===== config.mk =====
export PLATFORM = sky130hd
export DESIGN_NAME = button_controlled_waveform_pwm_core_flat
export DESIGN_NICKNAME = d
export VERILOG_FILES = /design/src/rtl/core/bcwp_pkg.sv /design/src/rtl/core/bcwp_if.sv /design/src/rtl/core/bcwp_ram.sv /design/src/rtl/core/bcwp_sine.sv /design/src/rtl/core/button_controlled_waveform_pwm_core.sv /design/src/flat_wrapper.sv
export SDC_FILE = /design/constraint.sdc
export NUM_CORES = 2
export LEC_CHECK = 0
export ABC_AREA = 1
export BUFFER_PORTS_ARGS = -buffer_cell sky130_fd_sc_hd__buf_2
export CAP_MARGIN = 20
export CELL_PAD_IN_SITES_DETAIL_PLACEMENT = 1
export CELL_PAD_IN_SITES_GLOBAL_PLACEMENT = 1
export CORE_ASPECT_RATIO = 0.9
export CORE_MARGIN = 3
export CORE_UTILIZATION = 35
export CTS_BUF_LIST = sky130_fd_sc_hd__clkbuf_8
export DETAILED_ROUTE_END_ITERATION = 12
export GPL_TIMING_DRIVEN = 0
export PLACE_DENSITY = 0.59
export RECOVER_POWER = 25
export SYNTH_ARGS = -nofsm -noshare
export SYNTH_HDL_FRONTEND = slang
export SYNTH_SLANG_ARGS = --single-unit

===== constraint.sdc =====
create_clock -name clk -period 8.7 [get_ports clk]
set_input_delay 0.435 -clock clk [delete_from_list [all_inputs] [get_ports clk]]
set_output_delay 0.435 -clock clk [all_outputs]
set_load 0.01 [all_outputs]

===== src/rtl/core/bcwp_pkg.sv =====
package bcwp_pkg;

  // field widths
  localparam int PERIOD_W = 16;
  localparam int CMP_W    = 10;
  localparam int MODE_W   = 2;
  localparam int IDX_W    = 16;
  localparam int RATE_W   = 7;
  localparam int LEVEL_W  = 10;

  // one state word per waveform: {upper field, rate} or {dc level}
  localparam int ENT_W    = IDX_W + RATE_W;
  localparam int WAVE_CNT = 3;
  localparam int ENT_AW   = $clog2(WAVE_CNT);

  // waveform codes
  localparam logic [MODE_W-1:0] WAVE_DC   = 2'd0;
  localparam logic [MODE_W-1:0] WAVE_SINE = 2'd1;
  localparam logic [MODE_W-1:0] WAVE_SAW  = 2'd2;
  localparam logic [MODE_W-1:0] WAVE_NONE = 2'd3;

  // register reset and key step limits
  localparam logic [PERIOD_W-1:0] PERIOD_RESET = 16'd999;
  localparam logic [LEVEL_W-1:0]  DC_STEP       = 10'd10;
  localparam logic [LEVEL_W-1:0]  DC_MAX        = 10'd1000;
  localparam logic [RATE_W-1:0]   SINE_RATE_MIN = 7'd1;
  localparam logic [RATE_W-1:0]   SINE_RATE_MAX = 7'd100;
  localparam logic [RATE_W-1:0]   RAMP_RATE_MIN = 7'd8;
  localparam logic [RATE_W-1:0]   RAMP_RATE_MAX = 7'd96;
  localparam logic [RATE_W-1:0]   RAMP_RATE_STEP = 7'd8;
  localparam logic [LEVEL_W-1:0]  RAMP_TOP      = 10'd1000;

  // request and response of the sine unit
  typedef struct packed {
    logic              start;
    logic [IDX_W-1:0]  idx;
    logic [RATE_W-1:0] rate;
  } sine_req_t;

  typedef struct packed {
    logic             done;
    logic [CMP_W-1:0] sample;
  } sine_res_t;

  // state word value of a waveform entry that was never written
  function automatic logic [ENT_W-1:0] entry_reset(input logic [MODE_W-1:0] kind);
    logic [ENT_W-1:0] ent;
    ent = '0;
    case (kind)
      WAVE_SINE: ent = {{IDX_W{1'b0}}, SINE_RATE_MIN};
      WAVE_SAW:  ent = {{IDX_W{1'b0}}, RAMP_RATE_MIN};
      default:   ent = '0;
    endcase
    return ent;
  endfunction

endpackage


===== src/rtl/core/bcwp_if.sv =====
interface bcwp_in_if;
  logic valid;
  logic ready;
  logic action;
  logic key1_down;
  logic key2_down;

  modport source(output valid, action, key1_down, key2_down, input ready);
  modport sink(input valid, action, key1_down, key2_down, output ready);
endinterface

interface bcwp_out_if;
  import bcwp_pkg::*;
  logic             valid;
  logic             ready;
  logic             compare_write;
  logic [CMP_W-1:0] compare_value;
  logic [MODE_W-1:0] wave_mode;
  logic             in_select;

  modport source(output valid, compare_write, compare_value, wave_mode, in_select,
                 input ready);
  modport sink(input valid, compare_write, compare_value, wave_mode, in_select,
               output ready);
endinterface


===== src/rtl/core/bcwp_ram.sv =====
module bcwp_ram #(
  parameter int WIDTH = 8,
  parameter int DEPTH = 4
) (
  input  logic                     clk,
  input  logic                     we,
  input  logic [$clog2(DEPTH)-1:0] waddr,
  input  logic [WIDTH-1:0]         wdata,
  input  logic                     re,
  input  logic [$clog2(DEPTH)-1:0] raddr,
  output logic [WIDTH-1:0]         rdata
);

  logic [WIDTH-1:0] mem [DEPTH];

  // one write port, one registered read port
  always_ff @(posedge clk) begin
    if (we) begin
      mem[waddr] <= wdata;
    end
    if (re) begin
      rdata <= mem[raddr];
    end
  end

endmodule


===== src/rtl/core/bcwp_sine.sv =====
module bcwp_sine (
  input  logic                clk,
  input  logic                rst_n,
  input  bcwp_pkg::sine_req_t req,
  output bcwp_pkg::sine_res_t res
);
  import bcwp_pkg::*;

  localparam int          MOD_N      = 8000;
  localparam logic [31:0] RECIP_8000 = 32'd8589935;
  localparam logic [31:0] THETA_INT  = 32'd843314;
  localparam logic [31:0] THETA_FRAC = 32'd3426;
  localparam logic [31:0] RECIP_125  = 32'd268436;
  localparam logic [31:0] ONE        = 32'h4000_0000;
  localparam logic [31:0] SCALE      = 32'd499;
  localparam logic [10:0] SAMPLE_MAX = 11'd998;
  localparam logic [2:0]  LAST_TERM  = 3'd4;

  typedef enum logic [4:0] {
    SN_IDLE, SN_MOD_A, SN_MOD_B, SN_FOLD,
    SN_TH_A, SN_TH_B, SN_TH_C, SN_TH_D,
    SN_SQ_A, SN_SQ_B, SN_DIV_A, SN_DIV_B,
    SN_MT_A, SN_MT_B, SN_FIN_A, SN_FIN_B, SN_FIN_C, SN_FIN_D
  } sn_state_t;

  // taylor divisors, innermost first
  function automatic logic [6:0] div_const(input logic [2:0] k);
    logic [6:0] d;
    d = 7'd6;
    case (k)
      3'd0:    d = 7'd110;
      3'd1:    d = 7'd72;
      3'd2:    d = 7'd42;
      3'd3:    d = 7'd20;
      default: d = 7'd6;
    endcase
    return d;
  endfunction

  // floor(2^33 / divisor)
  function automatic logic [31:0] div_recip(input logic [2:0] k);
    logic [31:0] m;
    m = 32'd1431655765;
    case (k)
      3'd0:    m = 32'd78090314;
      3'd1:    m = 32'd119304647;
      3'd2:    m = 32'd204522252;
      3'd3:    m = 32'd429496729;
      default: m = 32'd1431655765;
    endcase
    return m;
  endfunction

  sn_state_t   state_r, state_nxt;
  logic [63:0] prod_r, prod_nxt;
  logic [31:0] mul_a, mul_b;
  logic [22:0] v_r, v_nxt;
  logic [12:0] p_r, p_nxt;
  logic [10:0] x_r, x_nxt;
  logic        neg_r, neg_nxt;
  logic [30:0] theta_r, theta_nxt;
  logic [31:0] t2_r, t2_nxt;
  logic [31:0] dv_r, dv_nxt;
  logic [30:0] a_r, a_nxt;
  logic [31:0] bias_r, bias_nxt;
  logic [2:0]  k_r, k_nxt;
  sine_res_t   res_r, res_nxt;

  // modulo 8000 correction
  logic [9:0]  q_mod;
  logic [22:0] qk;
  logic [13:0] p_w;
  logic [12:0] p_fix;
  assign q_mod = prod_r[45:36];
  assign qk    = 23'(q_mod) * 23'(MOD_N);
  assign p_w   = 14'(v_r - qk);
  assign p_fix = (p_w >= 14'(MOD_N)) ? 13'(p_w - 14'(MOD_N)) : p_w[12:0];

  // quarter wave fold
  logic [10:0] x_f;
  logic        neg_f;
  always_comb begin
    if (p_r < 13'd2000) begin
      x_f   = p_r[10:0];
      neg_f = 1'b0;
    end else if (p_r < 13'd4000) begin
      x_f   = 11'(13'd4000 - p_r);
      neg_f = 1'b0;
    end else if (p_r < 13'd6000) begin
      x_f   = 11'(p_r - 13'd4000);
      neg_f = 1'b1;
    end else begin
      x_f   = 11'(13'(MOD_N) - p_r);
      neg_f = 1'b1;
    end
  end

  // constant divide: reciprocal estimate, then one correction
  logic [30:0] q0;
  logic [6:0]  dconst;
  logic [37:0] qd;
  logic [32:0] rem;
  logic [30:0] quo;
  assign q0     = prod_r[63:33];
  assign dconst = div_const(k_r);
  assign qd     = 38'(q0) * 38'(dconst);
  assign rem    = {1'b0, dv_r} - qd[32:0];
  assign quo    = q0 + 31'(rem >= 33'(dconst));

  // final scaling
  logic [31:0] s_raw, s_cl;
  logic [10:0] smp;
  assign s_raw = prod_r[61:30];
  assign s_cl  = (s_raw > ONE) ? ONE : s_raw;
  assign smp   = prod_r[40:30];

  // sequencer around one shared multiplier
  always_comb begin
    state_nxt  = state_r;
    v_nxt      = v_r;
    p_nxt      = p_r;
    x_nxt      = x_r;
    neg_nxt    = neg_r;
    theta_nxt  = theta_r;
    t2_nxt     = t2_r;
    dv_nxt     = dv_r;
    a_nxt      = a_r;
    bias_nxt   = bias_r;
    k_nxt      = k_r;
    res_nxt    = res_r;
    res_nxt.done = 1'b0;
    mul_a      = '0;
    mul_b      = '0;
    unique case (state_r)
      SN_IDLE: begin
        mul_a = 32'(req.idx);
        mul_b = 32'(req.rate);
        if (req.start) begin
          state_nxt = SN_MOD_A;
        end
      end
      SN_MOD_A: begin
        v_nxt     = prod_r[22:0];
        mul_a     = 32'(prod_r[22:0]);
        mul_b     = RECIP_8000;
        state_nxt = SN_MOD_B;
      end
      SN_MOD_B: begin
        p_nxt     = p_fix;
        state_nxt = SN_FOLD;
      end
      SN_FOLD: begin
        x_nxt     = x_f;
        neg_nxt   = neg_f;
        state_nxt = SN_TH_A;
      end
      SN_TH_A: begin
        mul_a     = 32'(x_r);
        mul_b     = THETA_INT;
        state_nxt = SN_TH_B;
      end
      SN_TH_B: begin
        theta_nxt = prod_r[30:0];
        mul_a     = 32'(x_r);
        mul_b     = THETA_FRAC;
        state_nxt = SN_TH_C;
      end
      SN_TH_C: begin
        mul_a     = 32'(prod_r[22:5]);
        mul_b     = RECIP_125;
        state_nxt = SN_TH_D;
      end
      SN_TH_D: begin
        theta_nxt = theta_r + 31'(prod_r[35:25]);
        state_nxt = SN_SQ_A;
      end
      SN_SQ_A: begin
        mul_a     = 32'(theta_r);
        mul_b     = 32'(theta_r);
        state_nxt = SN_SQ_B;
      end
      SN_SQ_B: begin
        t2_nxt    = prod_r[61:30];
        dv_nxt    = prod_r[61:30];
        k_nxt     = '0;
        state_nxt = SN_DIV_A;
      end
      SN_DIV_A: begin
        mul_a     = dv_r;
        mul_b     = div_recip(k_r);
        state_nxt = SN_DIV_B;
      end
      SN_DIV_B: begin
        a_nxt = 31'(ONE) - quo;
        if (k_r == LAST_TERM) begin
          state_nxt = SN_FIN_A;
        end else begin
          k_nxt     = k_r + 3'd1;
          state_nxt = SN_MT_A;
        end
      end
      SN_MT_A: begin
        mul_a     = t2_r;
        mul_b     = 32'(a_r);
        state_nxt = SN_MT_B;
      end
      SN_MT_B: begin
        dv_nxt    = prod_r[61:30];
        state_nxt = SN_DIV_A;
      end
      SN_FIN_A: begin
        mul_a     = 32'(theta_r);
        mul_b     = 32'(a_r);
        state_nxt = SN_FIN_B;
      end
      SN_FIN_B: begin
        bias_nxt  = neg_r ? (ONE - s_cl) : (ONE + s_cl);
        state_nxt = SN_FIN_C;
      end
      SN_FIN_C: begin
        mul_a     = bias_r;
        mul_b     = SCALE;
        state_nxt = SN_FIN_D;
      end
      SN_FIN_D: begin
        res_nxt.done   = 1'b1;
        res_nxt.sample = (smp > SAMPLE_MAX) ? SAMPLE_MAX[CMP_W-1:0] : smp[CMP_W-1:0];
        state_nxt      = SN_IDLE;
      end
      default: state_nxt = SN_IDLE;
    endcase
  end

  assign prod_nxt = mul_a * mul_b;

  always_ff @(posedge clk) begin
    if (!rst_n) begin
      state_r  <= SN_IDLE;
      res_r.done <= 1'b0;
    end else begin
      state_r  <= state_nxt;
      res_r.done <= res_nxt.done;
    end
    res_r.sample <= res_nxt.sample;
    prod_r  <= prod_nxt;
    v_r     <= v_nxt;
    p_r     <= p_nxt;
    x_r     <= x_nxt;
    neg_r   <= neg_nxt;
    theta_r <= theta_nxt;
    t2_r    <= t2_nxt;
    dv_r    <= dv_nxt;
    a_r     <= a_nxt;
    bias_r  <= bias_nxt;
    k_r     <= k_nxt;
  end

  assign res = res_r;

endmodule


===== src/rtl/core/button_controlled_waveform_pwm_core.sv =====
// Key-driven waveform generator feeding a PWM compare register.
// in_ch carries one transaction per tick: action 0 is a key scan with the two
// key states, action 1 is a PWM update. out_ch returns exactly one transaction
// per input: compare_write/compare_value (value is zero when nothing is
// written), the waveform code and the select-mode flag after the tick.
// cfg_we/cfg_wdata load the PWM period (reset 999) at which the sine sample
// index wraps; write it only while the block is idle.
// Per-waveform settings live in a three-word memory, read on accept and
// written back in the following cycle. Key ticks and DC/sawtooth updates pass
// from accept through the execute and done states to the output register; a
// sine update also waits for the sine unit, which runs modulo, angle scaling,
// squaring and five series terms through one shared 32x32 multiplier.
// One item is worked on at a time; in_ch.ready is high while the core is idle,
// including while a finished result still waits in the output register, so a
// new transaction is taken only once the last result has been loaded there.
// When out_ch stalls, the next result is held until the register frees up.
// Reset is synchronous: select mode on, DC waveform, all memory words read as
// their reset values until written, key window empty, output empty.
module button_controlled_waveform_pwm_core #(
  parameter int WINDOW_LEN = 4
) (
  input  logic                          clk,
  input  logic                          rst_n,
  input  logic                          cfg_we,
  input  logic [bcwp_pkg::PERIOD_W-1:0] cfg_wdata,
  bcwp_in_if.sink                       in_ch,
  bcwp_out_if.source                    out_ch
);
  import bcwp_pkg::*;

  localparam int              RUN_W          = $clog2(WINDOW_LEN + 1);
  localparam logic [RUN_W-1:0] RUN_FULL      = RUN_W'(WINDOW_LEN);
  localparam logic            LAST_WANT_KEY2 = ((WINDOW_LEN % 2) == 0);

  typedef enum logic [1:0] {S_IDLE, S_EXEC, S_SINE, S_DONE} state_t;

  function automatic logic [MODE_W-1:0] next_kind(input logic [MODE_W-1:0] kind);
    logic [MODE_W-1:0] nk;
    nk = WAVE_SINE;
    case (kind)
      WAVE_DC:   nk = WAVE_SINE;
      WAVE_SINE: nk = WAVE_SAW;
      WAVE_SAW:  nk = WAVE_DC;
      default:   nk = WAVE_SINE;
    endcase
    return nk;
  endfunction

  state_t            state_r, state_nxt;
  logic              sel_r, sel_nxt;
  logic [MODE_W-1:0] kind_r, kind_nxt;
  logic [RUN_W-1:0]  run_r, run_nxt;
  logic              last_key2_r, last_key2_nxt;
  logic [WAVE_CNT-1:0] valid_r, valid_nxt;
  logic [PERIOD_W-1:0] period_r, period_nxt;
  logic              act_r, act_nxt;
  logic              k1_r, k1_nxt;
  logic              k2_r, k2_nxt;
  logic              res_write_r, res_write_nxt;
  logic [CMP_W-1:0]  res_value_r, res_value_nxt;
  logic              out_valid_r, out_valid_nxt;
  logic              out_write_r, out_write_nxt;
  logic [CMP_W-1:0]  out_value_r, out_value_nxt;
  logic [MODE_W-1:0] out_mode_r, out_mode_nxt;
  logic              out_sel_r, out_sel_nxt;

  logic              ram_we, ram_re;
  logic [ENT_W-1:0]  ram_wdata, ram_rdata;
  logic [ENT_W-1:0]  ent;
  logic              kind_ok;
  sine_req_t         sine_req;
  sine_res_t         sine_res;

  // per-waveform state memory
  bcwp_ram #(
    .WIDTH(ENT_W),
    .DEPTH(WAVE_CNT)
  ) u_ram (
    .clk  (clk),
    .we   (ram_we),
    .waddr(kind_r[ENT_AW-1:0]),
    .wdata(ram_wdata),
    .re   (ram_re),
    .raddr(kind_r[ENT_AW-1:0]),
    .rdata(ram_rdata)
  );

  bcwp_sine u_sine (
    .clk  (clk),
    .rst_n(rst_n),
    .req  (sine_req),
    .res  (sine_res)
  );

  // never-written words read as their reset values
  assign kind_ok = (kind_r != WAVE_NONE);
  assign ent     = (kind_ok && valid_r[kind_r[ENT_AW-1:0]]) ? ram_rdata
                                                            : entry_reset(kind_r);

  // main control and read-modify-write of the state word
  always_comb begin
    logic [LEVEL_W-1:0] dc_t;
    logic [RATE_W-1:0]  rate_t;
    logic [LEVEL_W-1:0] lvl_t;
    logic [IDX_W:0]     idx_inc;
    logic [IDX_W-1:0]   idx_t;
    logic [RUN_W-1:0]   run_inc;
    logic               key2_pushed;

    dc_t        = ent[LEVEL_W-1:0];
    rate_t      = ent[RATE_W-1:0];
    lvl_t       = ent[RATE_W+LEVEL_W-1:RATE_W];
    idx_inc     = {1'b0, ent[ENT_W-1:RATE_W]} + 1'b1;
    idx_t       = (idx_inc >= {1'b0, period_r}) ? '0 : idx_inc[IDX_W-1:0];
    key2_pushed = !k1_r;
    if ((run_r != '0) && (last_key2_r != key2_pushed)) begin
      run_inc = (run_r == RUN_FULL) ? RUN_FULL : run_r + 1'b1;
    end else begin
      run_inc = RUN_W'(1);
    end

    state_nxt     = state_r;
    sel_nxt       = sel_r;
    kind_nxt      = kind_r;
    run_nxt       = run_r;
    last_key2_nxt = last_key2_r;
    valid_nxt     = valid_r;
    period_nxt    = cfg_we ? cfg_wdata : period_r;
    act_nxt       = act_r;
    k1_nxt        = k1_r;
    k2_nxt        = k2_r;
    res_write_nxt = res_write_r;
    res_value_nxt = res_value_r;
    out_valid_nxt = out_valid_r && !out_ch.ready;
    out_write_nxt = out_write_r;
    out_value_nxt = out_value_r;
    out_mode_nxt  = out_mode_r;
    out_sel_nxt   = out_sel_r;
    ram_we        = 1'b0;
    ram_re        = 1'b0;
    ram_wdata     = ent;
    sine_req.start = 1'b0;
    sine_req.idx   = ent[ENT_W-1:RATE_W];
    sine_req.rate  = ent[RATE_W-1:0];

    unique case (state_r)
      S_IDLE: begin
        if (in_ch.valid) begin
          act_nxt   = in_ch.action;
          k1_nxt    = in_ch.key1_down;
          k2_nxt    = in_ch.key2_down;
          ram_re    = kind_ok;
          state_nxt = S_EXEC;
        end
      end
      S_EXEC: begin
        res_write_nxt = 1'b0;
        res_value_nxt = '0;
        state_nxt     = S_DONE;
        if (!act_r) begin
          if (!sel_r) begin
            // key window: alternating run ending in the expected key
            if (k1_r || k2_r) begin
              last_key2_nxt = key2_pushed;
              if ((run_inc == RUN_FULL) && (key2_pushed == LAST_WANT_KEY2)) begin
                run_nxt = '0;
                sel_nxt = 1'b1;
              end else begin
                run_nxt = run_inc;
              end
            end
            case (kind_r)
              WAVE_DC: begin
                if (k1_r && (dc_t > DC_STEP)) dc_t = dc_t - DC_STEP;
                if (k2_r && (dc_t < DC_MAX)) dc_t = dc_t + DC_STEP;
                ram_we    = 1'b1;
                ram_wdata = ENT_W'(dc_t);
                if (k1_r || k2_r) begin
                  res_write_nxt = 1'b1;
                  res_value_nxt = dc_t;
                end
              end
              WAVE_SINE: begin
                if (k1_r && (rate_t > SINE_RATE_MIN)) rate_t = rate_t - 1'b1;
                if (k2_r && (rate_t < SINE_RATE_MAX)) rate_t = rate_t + 1'b1;
                ram_we    = 1'b1;
                ram_wdata = {ent[ENT_W-1:RATE_W], rate_t};
              end
              WAVE_SAW: begin
                if (k1_r && (rate_t > RAMP_RATE_MIN)) rate_t = rate_t - RAMP_RATE_STEP;
                if (k2_r && (rate_t < RAMP_RATE_MAX)) rate_t = rate_t + RAMP_RATE_STEP;
                ram_we    = 1'b1;
                ram_wdata = {ent[ENT_W-1:RATE_W], rate_t};
              end
              default: ;
            endcase
          end else begin
            if (k2_r) kind_nxt = next_kind(kind_r);
            if (k1_r) sel_nxt = 1'b0;
          end
        end else begin
          case (kind_r)
            WAVE_SINE: begin
              sine_req.start = 1'b1;
              ram_we         = 1'b1;
              ram_wdata      = {idx_t, rate_t};
              state_nxt      = S_SINE;
            end
            WAVE_SAW: begin
              lvl_t         = lvl_t + LEVEL_W'(rate_t >> 3);
              res_write_nxt = 1'b1;
              res_value_nxt = lvl_t;
              ram_we        = 1'b1;
              ram_wdata     = {ent[ENT_W-1:RATE_W+LEVEL_W],
                               (lvl_t > RAMP_TOP) ? {LEVEL_W{1'b0}} : lvl_t,
                               rate_t};
            end
            default: ;
          endcase
        end
        if (ram_we) valid_nxt[kind_r[ENT_AW-1:0]] = 1'b1;
      end
      S_SINE: begin
        if (sine_res.done) begin
          res_write_nxt = 1'b1;
          res_value_nxt = sine_res.sample;
          state_nxt     = S_DONE;
        end
      end
      S_DONE: begin
        // load the output register once it is free
        if (!out_valid_r || out_ch.ready) begin
          out_valid_nxt = 1'b1;
          out_write_nxt = res_write_r;
          out_value_nxt = res_value_r;
          out_mode_nxt  = kind_r;
          out_sel_nxt   = sel_r;
          state_nxt     = S_IDLE;
        end
      end
      default: state_nxt = S_IDLE;
    endcase
  end

  always_ff @(posedge clk) begin
    if (!rst_n) begin
      state_r     <= S_IDLE;
      sel_r       <= 1'b1;
      kind_r      <= WAVE_DC;
      run_r       <= '0;
      last_key2_r <= 1'b0;
      valid_r     <= '0;
      period_r    <= PERIOD_RESET;
      out_valid_r <= 1'b0;
    end else begin
      state_r     <= state_nxt;
      sel_r       <= sel_nxt;
      kind_r      <= kind_nxt;
      run_r       <= run_nxt;
      last_key2_r <= last_key2_nxt;
      valid_r     <= valid_nxt;
      period_r    <= period_nxt;
      out_valid_r <= out_valid_nxt;
    end
    act_r       <= act_nxt;
    k1_r        <= k1_nxt;
    k2_r        <= k2_nxt;
    res_write_r <= res_write_nxt;
    res_value_r <= res_value_nxt;
    out_write_r <= out_write_nxt;
    out_value_r <= out_value_nxt;
    out_mode_r  <= out_mode_nxt;
    out_sel_r   <= out_sel_nxt;
  end

  assign in_ch.ready          = (state_r == S_IDLE);
  assign out_ch.valid         = out_valid_r;
  assign out_ch.compare_write = out_write_r;
  assign out_ch.compare_value = out_value_r;
  assign out_ch.wave_mode     = out_mode_r;
  assign out_ch.in_select     = out_sel_r;

`ifndef ASSERT_OFF
  a_sine_start_kind: assert property (@(posedge clk) disable iff (!rst_n)
    sine_req.start |-> (kind_r == WAVE_SINE) && act_r)
    else $error("sine unit started outside a sine update");
  a_sine_done_state: assert property (@(posedge clk) disable iff (!rst_n)
    sine_res.done |-> (state_r == S_SINE))
    else $error("sine result arrived while not waiting for it");
  a_ram_we_kind: assert property (@(posedge clk) disable iff (!rst_n)
    ram_we |-> kind_ok && (state_r == S_EXEC))
    else $error("state memory written outside the execute step");
  a_run_bound: assert property (@(posedge clk) disable iff (!rst_n)
    (state_r == S_EXEC) |=> (run_r <= RUN_FULL) && (state_r != S_EXEC))
    else $error("key window run out of range or execute step repeated");
`endif

endmodule


===== src/flat_wrapper.sv =====
// flat-port wrapper written by rule: the top's interface ports become plain ports
module button_controlled_waveform_pwm_core_flat import bcwp_pkg::*;
#(
  parameter int WINDOW_LEN = 4
)
  (clk, rst_n, cfg_we, cfg_wdata, in_ch_valid, in_ch_action, in_ch_key1_down, in_ch_key2_down, in_ch_ready, out_ch_valid, out_ch_compare_write, out_ch_compare_value, out_ch_wave_mode, out_ch_in_select, out_ch_ready);
  bcwp_in_if in_ch_i ();
  bcwp_out_if out_ch_i ();
  input  logic clk;
  input  logic rst_n;
  input  logic cfg_we;
  input  logic [bcwp_pkg::PERIOD_W-1:0] cfg_wdata;
  input wire logic [$bits(in_ch_i.valid)-1:0] in_ch_valid;
  input wire logic [$bits(in_ch_i.action)-1:0] in_ch_action;
  input wire logic [$bits(in_ch_i.key1_down)-1:0] in_ch_key1_down;
  input wire logic [$bits(in_ch_i.key2_down)-1:0] in_ch_key2_down;
  output wire logic [$bits(in_ch_i.ready)-1:0] in_ch_ready;
  output wire logic [$bits(out_ch_i.valid)-1:0] out_ch_valid;
  output wire logic [$bits(out_ch_i.compare_write)-1:0] out_ch_compare_write;
  output wire logic [$bits(out_ch_i.compare_value)-1:0] out_ch_compare_value;
  output wire logic [$bits(out_ch_i.wave_mode)-1:0] out_ch_wave_mode;
  output wire logic [$bits(out_ch_i.in_select)-1:0] out_ch_in_select;
  input wire logic [$bits(out_ch_i.ready)-1:0] out_ch_ready;
  assign in_ch_i.valid = in_ch_valid;
  assign in_ch_i.action = in_ch_action;
  assign in_ch_i.key1_down = in_ch_key1_down;
  assign in_ch_i.key2_down = in_ch_key2_down;
  assign in_ch_ready = in_ch_i.ready;
  assign out_ch_valid = out_ch_i.valid;
  assign out_ch_compare_write = out_ch_i.compare_write;
  assign out_ch_compare_value = out_ch_i.compare_value;
  assign out_ch_wave_mode = out_ch_i.wave_mode;
  assign out_ch_in_select = out_ch_i.in_select;
  assign out_ch_i.ready = out_ch_ready;
  button_controlled_waveform_pwm_core #(.WINDOW_LEN(WINDOW_LEN)) u_core (.clk(clk), .rst_n(rst_n), .cfg_we(cfg_we), .cfg_wdata(cfg_wdata), .in_ch(in_ch_i), .out_ch(out_ch_i));
endmodule

==> out/metrics.csv <==
stage,metric,value,unit
route,Detailed Routing Iterations Pass 1,5,
floorplan,die width,451.7,um
synth,synth warn,0,
critical_path,crit path kind,flip-flop to flip-flop,
critical_path,CP Data Required Time,9.38,ns
sta,Final WS setup,-0.4254,ns
clocking,# clock sinks,429,
synth,"Top FF cell, synth",edfxtp_1,
status,outcome,"complete, but fails checks",
critical_path,Crit-path slowest cell,fa_2,
power_and_ir_drop,Power Dens Cells,90.46,mW/mm2
critical_path,critical path arrival,9.81,ns
sta,worst-margin pin slew,2.108,ns
sta,setup TNS,-5.032,ns
power_and_ir_drop,NetSw,2.886,mW
floorplan,Die H,407.1,um
clocking,Clock Latency Late Sink,0.79,ns
place,Port-buffer cells,38,
synth,"FF+latch count, synth",429,
critical_path,cell mode on critical path,fa_1,
place,Final HPWL DP,229000,um
clocking,"CTS clk-pin slew, worst paths",0.08,ns
clocking,H-tree Lvls,3,
sta,slew margin rel.,-0.4055,
flow_run,max_cap viols,1,
hold_path,hold crit path type,primary input to flip-flop,
layout,Area Overhead vs Synth,23.51,%
sta,FMAX,109.6,MHz
clocking,maximum root-to-sink buffer count,3,
synth,mean post-synth cell area,8.377,um2
power_and_ir_drop,Gate power share,0.369,
route,routed vias/inst,5.260,
sta,Final Hold Vio Count,0,
layout,final instance area,0.07729,mm2
route,DRC viols,0,
floorplan,DIE AREA,0.1839,mm2
global_routing,first-pass GRT wire length,402600,um
synth,dominant cell type by area after synthesis,fa_1,
global_routing,antenna violations before repair,15,
floorplan,Ports,40,
route,Routed Antenna Nets,0,
power_and_ir_drop,Internal,4.106,mW
critical_path,Crit Path Max Fanout,8,
synth,ys async rst share,0,
global_routing,global route total overflow,0,
place,pre-CTS setup slack,-3.501,ns
place,placed cell area,0.06699,mm2
sta,final setup vio count,31,
synth,Netlist Area Pre-Place,0.06257,mm2
layout,layout net count,9520,
sta,skew final,0.05020,ns
sta,RSZ-0062 raised after global routing,yes,
clocking,clock tree from TritonCTS,yes,
power_and_ir_drop,Design Power,6.991,mW
global_routing,largest net degree at the start of global routing,33,
global_routing,Global Route Usage Sum,0.3008,
status,failing checks,"capacitance limit, slew limit, setup timing",
power_and_ir_drop,Clock power frac,0.278,
critical_path,startpoint types,flip-flop,
synth,sequential share of the synthesized area,0.1900,
route,total wire length,280700,um
layout,share of cells above drive strength 1,0.1898,
place,GP Congestion,0.9571,
synth,ranking of synthesized cells by area,"fa_1, edfxtp_1, inv_1",
route,wire length per cell,26.89,um
global_routing,vias in the first global route,57431,
synth,Mapped Nets,8984,
route,Iter 0 DRT Violations,4855,
synth,top-area cell type share of the netlist area,0.3244,
clocking,total CTS buffers,73,
synth,synth unique cells,74,
power_and_ir_drop,Seq pwr share,0.353,
sta,max-slew violations,33,
power_and_ir_drop,sw frac,0.4127,
sta,final period utilization,1.049,
layout,number of fill cells in the layout,20677,
power_and_ir_drop,LEAKAGE,37.74,nW
critical_path,CP Capture Type,flip-flop,
floorplan,FP Rows,146,
floorplan,Starting Density,0.3539,
synth,"EDFF count, synth",330,
power_and_ir_drop,VDD IR max,113.1,uV
synth,synthesized instance count,7470,
floorplan,core footprint,0.1768,mm2
sta,Final min period,9.125,ns
critical_path,critical path's largest stage delay,0.61,ns
clocking,Clk Tree Root Cell,clkbuf_8,
route,Vias,54894,
sequential cells by signal, indices dropped and copies added (netlist names), 2 cells and up:
name,count
u_core.u_ram.mem,69
u_core.u_sine.dv_r,32
u_core.u_ram.rdata,23
u_core.u_sine.v_r,14
u_core.out_ch.compare_value,10
u_core.u_sine.res,11
u_core.u_sine.t2_r,32
u_core.u_sine.p_r,13
u_core.period_r,16
u_core.u_sine.bias_r,32
u_core.u_sine.a_r,31
u_core.state_r,2
u_core.u_sine.theta_r,31
u_core.out_ch.wave_mode,2
u_core.u_sine.prod_r,64
u_core.u_sine.x_r,11
u_core.res_value_r,10
u_core.u_sine.k_r,3
u_core.u_sine.state_r,5
u_core.run_r,3
u_core.kind_r,2
u_core.valid_r,3
Yosys cell counts (all sizes together) (3+ instances only):
cell,instances
a211oi,4
a21boi,10
a21o,13
a21oi,299
a221oi,35
a22o,3
a22oi,11
a31oi,47
a41oi,3
and2,6
and3,4
buf,27
clkbuf,216
clkinv,22
dfxtp,99
edfxtp,330
fa,1014
ha,476
inv,1731
nand2,1619
nand3,135
nand3b,6
nand4,46
nor2,671
nor3,42
nor4,25
o2111ai,16
o211ai,22
o21a,8
o21ai,239
o21bai,10
o221ai,3
o22ai,7
o31ai,8
or2,8
xnor2,74
xor2,169
cells in the final DEF (no fill, tap or decap), drive strengths merged, types with 99 or more instances in the layout:
| master | synthesis | final |
|---|---|---|
| inv | 1731 | 1735 |
| nand3 | 135 | 135 |
| fa | 1014 | 1014 |
| nor2 | 671 | 671 |
| xor2 | 169 | 169 |
| a21oi | 299 | 299 |
| ha | 476 | 476 |
| nand2 | 1619 | 1619 |
| edfxtp | 330 | 330 |
| dfxtp | 99 | 99 |
| clkbuf | 216 | 261 |
| o21ai | 239 | 239 |
| buf | 27 | 493 |
layout make-up:
class	instances	area, um2	area share
clock buffer	77	1060	0.01371
buffer	236	2638	0.03413
tap	2368	2963	0.03834
sequential	429	11910	0.1541
antenna	4	10.01	0.0001295
timing repair buffer	468	4443	0.05749
clock inverter	57	407.9	0.005278
inverter	1753	6760	0.08747
multi-input combinational	5045	47100	0.6094
through the flow:
stage	hold slack, ns	std cells	util
finish	0.1073	10437	0.4371
global route	0.1357	10435	0.4370
CTS	0.05068	10310	0.4233
detailed placement	0.4062	9949	0.3788
global placement	0.4075	9876	0.3717
floorplan	0.4003	7470	-
critical path: cells and delay by family (launching register included):
family	cells	cell delay, ns
adders and majority gates	10	4.51
AOI/OAI and AO/OA	7	1.46
buffers and inverters	12	1.41
and+or+nand+nor	7	0.99
DFF	1	0.47
xor gates and xnor gates	1	0.16
worst paths after layout:
kind	endpoint	startpoint	depth (start not counted)	slack (ns)
max	u_core.u_sine.prod_r[60]	u_core.u_sine.k_r[0]	37	-0.43
min	u_core.state_r[0]	in_ch_valid	5	0.11
max reg2reg	u_core.u_sine.prod_r[60]	u_core.u_sine.k_r[0]	37	-0.43
min reg2reg	u_core.out_ch.compare_value[1]	u_core.res_value_r[1]	0	0.42
routing by layer:
layer | vias to the layer above | global-route usage | share of wire
met2 | 1959 | 0.4565 | 0.44
met4 | 2 | 0.06937 | 0.030
met3 | 366 | 0.05506 | 0.083
met5 | - | 0 | 0.000043
li1 | 23793 | - | -
met1 | 28774 | 0.4437 | 0.45
repair_timing:
action | 4_1_cts | 5_1_grt
gates resized for setup | 1172 | 421
gates cloned | 4 | 4
pin swaps | 179 | 291
endpoints found under the setup margin | 87 | 61
endpoints found under the hold margin | 20 | 0
hold buffers | 25 | 0
buffers inserted | 208 | 127
logic make-up after synthesis:
group | after synthesis | synth area share
buf+inv | 1996 | 0.1206
fa+ha+maj | 1490 | 0.4196
flops | 429 | 0.1900
xor+xnor | 243 | 0.03413
simple gates | 2563 | 0.1662
compound gates | 749 | 0.06951
power by group through the flow:
| stage | combinational [mW] | sequential, mW | clock, mW |
|---|---|---|---|
| 2_1_floorplan | 1.23 | 2.45 | 0 |
| 3_3_place_gp | 2.11 | 2.51 | 0 |
| 3_5_place_dp | 2.23 | 2.50 | 0 |
| 4_1_cts | 2.47 | 2.46 | 1.98 |
| 5_1_grt | 2.73 | 2.47 | 2.07 |
| 6_report | 2.58 | 2.47 | 1.94 |
Note: power is estimated with default switching activity, not from simulation.
